**src/design/ttb_pkg.sv**
```systemverilog
// ----------------------------------------------------------------------------
// ttb_pkg: shared definitions for the triangle tangent/bitangent block
// Widths, sequencing constants and the command/status words that join the
// controller and the datapath.
// ----------------------------------------------------------------------------
package ttb_pkg;

   localparam int POS_W      = 24;
   localparam int UV_W       = 16;
   localparam int OUT_FRAC   = 14;
   localparam int OUT_W      = OUT_FRAC + 2;

   localparam int EDGE_W     = POS_W + 1;
   localparam int DUV_W      = UV_W + 1;
   localparam int RAW_W      = POS_W + UV_W + 3;

   // normalized magnitudes sit in [2^29, 2^30)
   localparam int NORM_BITS  = 30;
   localparam int MAG_W      = (RAW_W > NORM_BITS + 1) ? RAW_W : NORM_BITS + 1;

   localparam int MUL_A_W    = (EDGE_W > NORM_BITS + 1) ? EDGE_W : NORM_BITS + 1;
   localparam int MUL_B_W    = (DUV_W > NORM_BITS + 1) ? DUV_W : NORM_BITS + 1;
   localparam int PROD_W     = MUL_A_W + MUL_B_W;

   localparam int SUM_W      = 2 * NORM_BITS + 2;
   localparam int LEN_W      = NORM_BITS + 1;
   localparam int SQRT_STEPS = LEN_W;
   localparam int DIV_W      = LEN_W + OUT_FRAC + 1;
   localparam int Q_W        = OUT_FRAC + 1;

   localparam int MUL_STEPS  = 14;
   localparam int SQ_STEPS   = 3;
   localparam int CNT_W      = $clog2(SQRT_STEPS + 1);

   typedef logic signed [POS_W-1:0]   pos_type;
   typedef logic signed [UV_W-1:0]    uv_type;
   typedef logic signed [EDGE_W-1:0]  edge_type;
   typedef logic signed [DUV_W-1:0]   duv_type;
   typedef logic signed [RAW_W-1:0]   raw_type;
   typedef logic        [MAG_W-1:0]   mag_type;
   typedef logic signed [MUL_A_W-1:0] mula_type;
   typedef logic signed [MUL_B_W-1:0] mulb_type;
   typedef logic signed [PROD_W-1:0]  prod_type;
   typedef logic        [SUM_W-1:0]   sum_type;
   typedef logic        [LEN_W-1:0]   len_type;
   typedef logic        [DIV_W-1:0]   div_type;
   typedef logic        [Q_W-1:0]     quo_type;
   typedef logic signed [OUT_W-1:0]   out_type;
   typedef logic        [CNT_W-1:0]   cnt_type;

   typedef struct packed {
      logic    hold_wr;
      logic    hold_sel;
      logic    load_third;
      logic    mul_step;
      logic    load_degen;
      logic    zero_all;
      logic    norm_load;
      logic    norm_vec;
      logic    norm_shift;
      logic    zero_vec;
      logic    sq_step;
      logic    sqrt_step;
      logic    div_init;
      logic    div_step;
      logic    div_store;
      cnt_type idx;
      logic    vec;
      logic [1:0] comp;
   } cmd_type;

   typedef struct packed {
      logic det_zero;
      logic m_zero;
      logic norm_ok;
   } status_type;

endpackage

```
**src/design/ttb_ctrl.sv**
```systemverilog
// ----------------------------------------------------------------------------
// ttb_ctrl: sequencer for the triangle tangent/bitangent block
// Counts corners, steps the datapath and owns the handshakes.
// ----------------------------------------------------------------------------
module ttb_ctrl (
   input  logic                clock,
   input  logic                reset,
   input  logic                req_valid,
   output logic                req_stall,
   output logic                rsp_valid,
   input  logic                rsp_stall,
   input  ttb_pkg::status_type status,
   output ttb_pkg::cmd_type    cmd
);

   typedef enum logic [9:0] {
      ST_IDLE      = 10'b00_0000_0001,
      ST_MUL       = 10'b00_0000_0010,
      ST_CHECK     = 10'b00_0000_0100,
      ST_NORM      = 10'b00_0000_1000,
      ST_SQ        = 10'b00_0001_0000,
      ST_SQRT      = 10'b00_0010_0000,
      ST_DIV_INIT  = 10'b00_0100_0000,
      ST_DIV_STEP  = 10'b00_1000_0000,
      ST_DIV_STORE = 10'b01_0000_0000,
      ST_DONE      = 10'b10_0000_0000
   } state_type;

   state_type        state_ff, state_in;
   logic [1:0]       corner_ff, corner_in;
   ttb_pkg::cnt_type cnt_ff, cnt_in;
   logic             vec_ff, vec_in;
   logic [1:0]       comp_ff, comp_in;
   logic             rsp_valid_ff, rsp_valid_in;
   logic             accept;

   assign req_stall = (state_ff != ST_IDLE) || (corner_ff[1] && rsp_valid_ff);
   assign accept    = req_valid && !req_stall;
   assign rsp_valid = rsp_valid_ff;

   always_comb begin
      state_in     = state_ff;
      corner_in    = corner_ff;
      cnt_in       = cnt_ff;
      vec_in       = vec_ff;
      comp_in      = comp_ff;
      rsp_valid_in = rsp_valid_ff && rsp_stall;
      cmd          = '0;
      cmd.idx      = cnt_ff;
      cmd.vec      = vec_ff;
      cmd.comp     = comp_ff;

      unique case (state_ff)
         ST_IDLE: begin
            if (accept) begin
               if (!corner_ff[1]) begin
                  cmd.hold_wr  = 1'b1;
                  cmd.hold_sel = corner_ff[0];
                  corner_in    = corner_ff + 2'd1;
               end else begin
                  // third corner: form edges, start the products
                  cmd.load_third = 1'b1;
                  corner_in      = '0;
                  cnt_in         = '0;
                  state_in       = ST_MUL;
               end
            end
         end
         ST_MUL: begin
            cmd.mul_step = 1'b1;
            if (cnt_ff == ttb_pkg::cnt_type'(ttb_pkg::MUL_STEPS)) state_in = ST_CHECK;
            else cnt_in = cnt_ff + ttb_pkg::cnt_type'(1);
         end
         ST_CHECK: begin
            cmd.load_degen = 1'b1;
            if (status.det_zero) begin
               cmd.zero_all = 1'b1;
               state_in     = ST_DONE;
            end else begin
               cmd.norm_load = 1'b1;
               cmd.norm_vec  = 1'b0;
               vec_in        = 1'b0;
               state_in      = ST_NORM;
            end
         end
         ST_NORM: begin
            if (status.m_zero) begin
               cmd.zero_vec = 1'b1;
               if (!vec_ff) begin
                  cmd.norm_load = 1'b1;
                  cmd.norm_vec  = 1'b1;
                  vec_in        = 1'b1;
               end else begin
                  state_in = ST_DONE;
               end
            end else if (status.norm_ok) begin
               cnt_in   = '0;
               state_in = ST_SQ;
            end else begin
               cmd.norm_shift = 1'b1;
            end
         end
         ST_SQ: begin
            cmd.sq_step = 1'b1;
            if (cnt_ff == ttb_pkg::cnt_type'(ttb_pkg::SQ_STEPS)) begin
               cnt_in   = '0;
               state_in = ST_SQRT;
            end else begin
               cnt_in = cnt_ff + ttb_pkg::cnt_type'(1);
            end
         end
         ST_SQRT: begin
            cmd.sqrt_step = 1'b1;
            if (cnt_ff == ttb_pkg::cnt_type'(ttb_pkg::SQRT_STEPS - 1)) begin
               comp_in  = '0;
               state_in = ST_DIV_INIT;
            end else begin
               cnt_in = cnt_ff + ttb_pkg::cnt_type'(1);
            end
         end
         ST_DIV_INIT: begin
            cmd.div_init = 1'b1;
            cnt_in       = ttb_pkg::cnt_type'(ttb_pkg::OUT_FRAC);
            state_in     = ST_DIV_STEP;
         end
         ST_DIV_STEP: begin
            cmd.div_step = 1'b1;
            if (cnt_ff == '0) state_in = ST_DIV_STORE;
            else cnt_in = cnt_ff - ttb_pkg::cnt_type'(1);
         end
         ST_DIV_STORE: begin
            cmd.div_store = 1'b1;
            if (comp_ff != 2'd2) begin
               comp_in  = comp_ff + 2'd1;
               state_in = ST_DIV_INIT;
            end else if (!vec_ff) begin
               cmd.norm_load = 1'b1;
               cmd.norm_vec  = 1'b1;
               vec_in        = 1'b1;
               state_in      = ST_NORM;
            end else begin
               state_in = ST_DONE;
            end
         end
         ST_DONE: begin
            rsp_valid_in = 1'b1;
            state_in     = ST_IDLE;
         end
         default: begin
            state_in = ST_IDLE;
         end
      endcase
   end

   always_ff @(posedge clock) begin
      if (reset) begin
         state_ff     <= ST_IDLE;
         corner_ff    <= '0;
         cnt_ff       <= '0;
         vec_ff       <= 1'b0;
         comp_ff      <= '0;
         rsp_valid_ff <= 1'b0;
      end else begin
         state_ff     <= state_in;
         corner_ff    <= corner_in;
         cnt_ff       <= cnt_in;
         vec_ff       <= vec_in;
         comp_ff      <= comp_in;
         rsp_valid_ff <= rsp_valid_in;
      end
   end

endmodule

```
**config.mk**
```make
export PLATFORM = sky130hd
export DESIGN_NAME = ttb_ctrl
export DESIGN_NICKNAME = d
export VERILOG_FILES = /design/src/design/ttb_pkg.sv /design/src/design/ttb_ctrl.sv
export SDC_FILE = /design/constraint.sdc
export NUM_CORES = 1
export LEC_CHECK = 0
export BUFFER_PORTS_ARGS = -buffer_cell sky130_fd_sc_hd__buf_2
export CAP_MARGIN = 10
export CORE_MARGIN = 3
export CORE_UTILIZATION = 49
export DETAILED_ROUTE_END_ITERATION = 10
export PLACE_DENSITY = 0.79
export SYNTH_ARGS = -nofsm -noshare
export SYNTH_HDL_FRONTEND = slang
export SYNTH_SLANG_ARGS = --single-unit
```
**constraint.sdc**
```tcl
create_clock -name clock -period 2 [get_ports clock]
set_clock_uncertainty 0.15 [all_clocks]
set_input_delay 0.4 -clock clock [delete_from_list [all_inputs] [get_ports clock]]
set_output_delay 0.4 -clock clock [all_outputs]
set_load 0.01 [all_outputs]
```
==> flow_summary.ini, run 1 <==
[die]
rows = 19
die_w_um = 62.0
ios = 32
initial_core_util = 0.533
die_h_um = 62.0

[clock_network]
cts_max_level = 1
holdBufCountCts = 0
cts_buffers = 3
cts.sinks = 21
root_buffer = clkbuf_4
clk_path_buf_depth = 2

[synthesis]
synthFlopType = dfxtp_1
synth-simple-area-share = 0.356
yosysSeqAreaShare = 0.274
post-synth-top-area-cell = dfxtp_1
synth-compound-area-share = 0.217
synth_top_cell_area_share = 0.274
yosysMostFrequentCell = dfxtp_1
synth_cell_type_count = 58
synth_mux_area_frac = 0.0139
synthTopCellsByArea = dfxtp_1, nand2_1, nor2_1, a21oi_1, inv_1
synth_top_family_by_area = simple AND/OR/NAND/NOR gates
ys_seq_elements = 21
yosys-top-cells-count = dfxtp_1, nand2_1, nor2_1, inv_1, a21oi_1
ys_warn_count = 0
synth_async_sr_flop_share = 0
syn_area_per_cell_um2 = 7.83
syn-cell-area_um2 = 1530
synth_fp_nets = 207
synthXorXnorAreaFrac = 0.0228
syn_inst = 196
synth_edf_count = 0
synthAdderAreaFrac = 0.0326

[sta]
worstEpCategory = top-level output
grt-worst-endpoint = cmd[16]

[run_status]
stop_stage = 5_1_grt
toolErrorMsg = [ERROR DPL-0038] Utilization greater than 100%, impossible to legalize
status = aborted with a tool error

[placed_design]
gp_congestion = 0.973
port-buffer-count = 31
dpl.hpwl_um = 3870

[global_route]
grt_max_degree = 13
[cells by family after synthesis]
logic type / after synthesis
fa+ha+maj: 4
mux: 2
xor+xnor: 4
flops: 21
buf+inv: 26
compound gates: 48
simple gates: 91
[per-stage QoR]
stage | setup WS (ps) | hold slack [ps] | cells | area, µm² | TNS (ps)
3_3_place_gp | -187 | 306 | 323 | 2220 | -1310
3_5_place_dp | -258 | 308 | 323 | 2220 | -2450
4_1_cts | -449 | 188 | 351 | 2650 | -7190
2_1_floorplan | -189 | 287 | 196 | 1610 | -876
[timing repair]
| action | CTS |
|---|---|
| gates cloned | 0 |
| endpoints found under the setup margin | 32 |
| pin swaps | 24 |
| resized for setup | 53 |
| buffers inserted | 28 |
==> inputs of run 2 (changes only) <==
--- a/config.mk
+++ b/config.mk
@@ -8,9 +8,9 @@
 export BUFFER_PORTS_ARGS = -buffer_cell sky130_fd_sc_hd__buf_2
 export CAP_MARGIN = 10
 export CORE_MARGIN = 3
-export CORE_UTILIZATION = 49
+export CORE_UTILIZATION = 35
 export DETAILED_ROUTE_END_ITERATION = 10
-export PLACE_DENSITY = 0.79
+export PLACE_DENSITY_LB_ADDON = 0.15
 export SYNTH_ARGS = -nofsm -noshare
 export SYNTH_HDL_FRONTEND = slang
 export SYNTH_SLANG_ARGS = --single-unit
==> constraint.sdc (replaced) <==
create_clock -name clock -period 2.6 [get_ports clock]
set_clock_uncertainty 0.15 [all_clocks]
set_input_delay 0.52 -clock clock [delete_from_list [all_inputs] [get_ports clock]]
set_output_delay 0.52 -clock clock [all_outputs]
set_load 0.01 [all_outputs]
==> flow_summary.ini, run 2 <==
[run_status]
status = finished, final reports clean

[setup_path]
cp-startpoint = state_ff[5]
crit-reg2reg-launch = cnt_ff[0]
end_kind = output pin
critical_path_class = reg2out
cp_max_fo = 5
crit_required_ps = 1930
arrival_ps = 1830
cp-start-kind = flop

[final_layout]
layout.nets = 244
largest_reg_flops = 10
layout_commonest_cell = buf_2
regMostFlops = state_ff
mostFrequentLayoutCells = buf_2, nand2_1, dfxtp_1
drive_above_1_share = 0.297
n_antenna_cell = 0
reg_top3 = state_ff: 10 flops, cnt_ff: 5 flops
layout.cells.non_filler = 282
areaGrowthSynthToFinish_pct = 21.0

[sta]
setup_viol = 0
min_period_ps = 2500
final_hold_viol_count = 0
fmax_mhz = 401
tns_ps = 0
worstMarginPinSlew_ps = 521
finalWorstSetupSlack_ps = 103
slew_headroom = 0.652
fin_crit_sh = 0.960
maxSlewViolCount = 0
rsz0062_at_grt = yes

[placed_design]
gp_congestion = 0.804
port-buffer-count = 31
dpl.hpwl_um = 3080
dp_cells = 271
place_ws_ps = 227

[die]
ios = 32
die_w_um = 72.2
rows = 23
initial_core_util = 0.373
dieArea_um2 = 5210
die_h_um = 72.2
coreArea_um2 = 4120

[clock_network]
cts.sinks = 21
root_buffer = clkbuf_8
cts_buffers = 3
clk_pin_slew_ps = 80
cts_max_level = 1
clk_path_buf_depth = 2
holdBufCountCts = 0
clkLatencyLatePin_ps = 260
cts_tree = done

[synthesis]
synth_cell_type_count = 58
post-synth-top-area-cell = dfxtp_1
syn-cell-area_um2 = 1530
ys_warn_count = 0
synthFlopType = dfxtp_1
ys_seq_elements = 21
syn_inst = 196
synth_edf_count = 0
yosysMostFrequentCell = dfxtp_1
synthTopCellsByArea = dfxtp_1, nand2_1, nor2_1, a21oi_1, inv_1
yosys-top-cells-count = dfxtp_1, nand2_1, nor2_1, inv_1, a21oi_1
synth_async_sr_flop_share = 0
yosysSeqAreaShare = 0.274
synth_fp_nets = 207
syn_area_per_cell_um2 = 7.83
synth_top_cell_area_share = 0.274

[route]
dr_total_vias = 1577
vias_per_cell = 5.59
wl_per_cell_um = 15.3
drt_wl_total_um = 4300
dr.pass1.iters = 4
ant_nets = 0
route.detailed.drc = 0
initialDrtViolationCount = 84

[power_and_ir_drop]
p_leak_nw = 0.865
power.density_nw_per_um2 = 505
ir_drop_v = 0.000155

[global_route]
antenna_found_initial = 0
grt_max_degree = 13
grt_pass1_wl_um = 6950
grt.total_usage = 0.166
overflow = 0
grt_pass1_vias = 1391

[worst_hold_path]
hp-start = corner_ff[0]
holdCritPathClass = reg2reg

[flow_run]
drv_cap = 0
## run 2: cell counts after synthesis
No cell type changed its count.
## run 2: layer usage
metal  global-route usage  share of wire
met1                0.244           0.50
met2                0.252           0.44
met3               0.0208          0.046
met4               0.0480          0.015
met5                    0              0
## run 2: worst paths after layout
path	depth (start not counted)	slack, ps	endpoint
hold reg to reg	1	320	corner_ff[0]
setup / recovery	8	100	cmd[16]
hold / removal	1	320	corner_ff[0]
setup reg to reg	8	160	state_ff[1]
## run 2: where the power goes
| group | leakage, nW | total [mW] | internal (mW) | switching, mW |
|---|---|---|---|---|
| Clock | 0.0228 | 0.222 | 0.109 | 0.113 |
| Combinational | 0.670 | 0.350 | 0.148 | 0.202 |
| Sequential | 0.172 | 0.366 | 0.341 | 0.0248 |
## run 2: final cells by class
| class | count | area [µm²] |
|---|---|---|
| clock buffer | 4 | 45.0 |
| inverter | 15 | 56.3 |
| multi-input combinational | 149 | 1010 |
| tap | 50 | 62.6 |
| fill | 448 | 2260 |
| timing repair buffer | 43 | 255 |
| sequential | 21 | 427 |
## run 2: stage by stage
step / power, mW / instance area (µm²) / hold WS, ps / util
6_report: 0.938 / 1860 / 316 / 0.451
5_1_grt: 0.998 / 1860 / 362 / 0.451
4_1_cts: 0.926 / 1780 / 320 / 0.431
3_5_place_dp: 0.700 / 1720 / 303 / 0.417
3_3_place_gp: 0.702 / 1720 / 308 / 0.417
2_1_floorplan: 0.607 / 1530 / 287 / -
## run 2: kinds of logic (layout without fill, tap and decap cells)
logic type / count (synthesis) / after routing / synth area share
adder cells (fa/ha/maj): 4 / 4 / 0.0326
multiplexers: 2 / 2 / 0.0139
AO/OA/AOI/OAI: 48 / 48 / 0.217
AND/OR/NAND/NOR: 91 / 91 / 0.356
flip-flops: 21 / 21 / 0.274
XOR/XNOR: 4 / 4 / 0.0228
buffers and inverters: 26 / 62 / 0.0832
## run 2: critical path: stages, from the launching register on
cell and delay (ps):
dfxtp_4 370, nor4_4 310, buf_6 160, nand4_1 150
inv_1 90, nand2_1 100, a21oi_2 170, or2_4 130
buf_6 90
## run 2: what timing repair did
item / 4_1_cts / 5_1_grt
gates resized for setup: 1 / 11
setup endpoints to repair: 1 / 8
buffers inserted: 1 / 6
pin swaps: 0 / 5
Note: power is estimated with default switching activity, not from simulation.
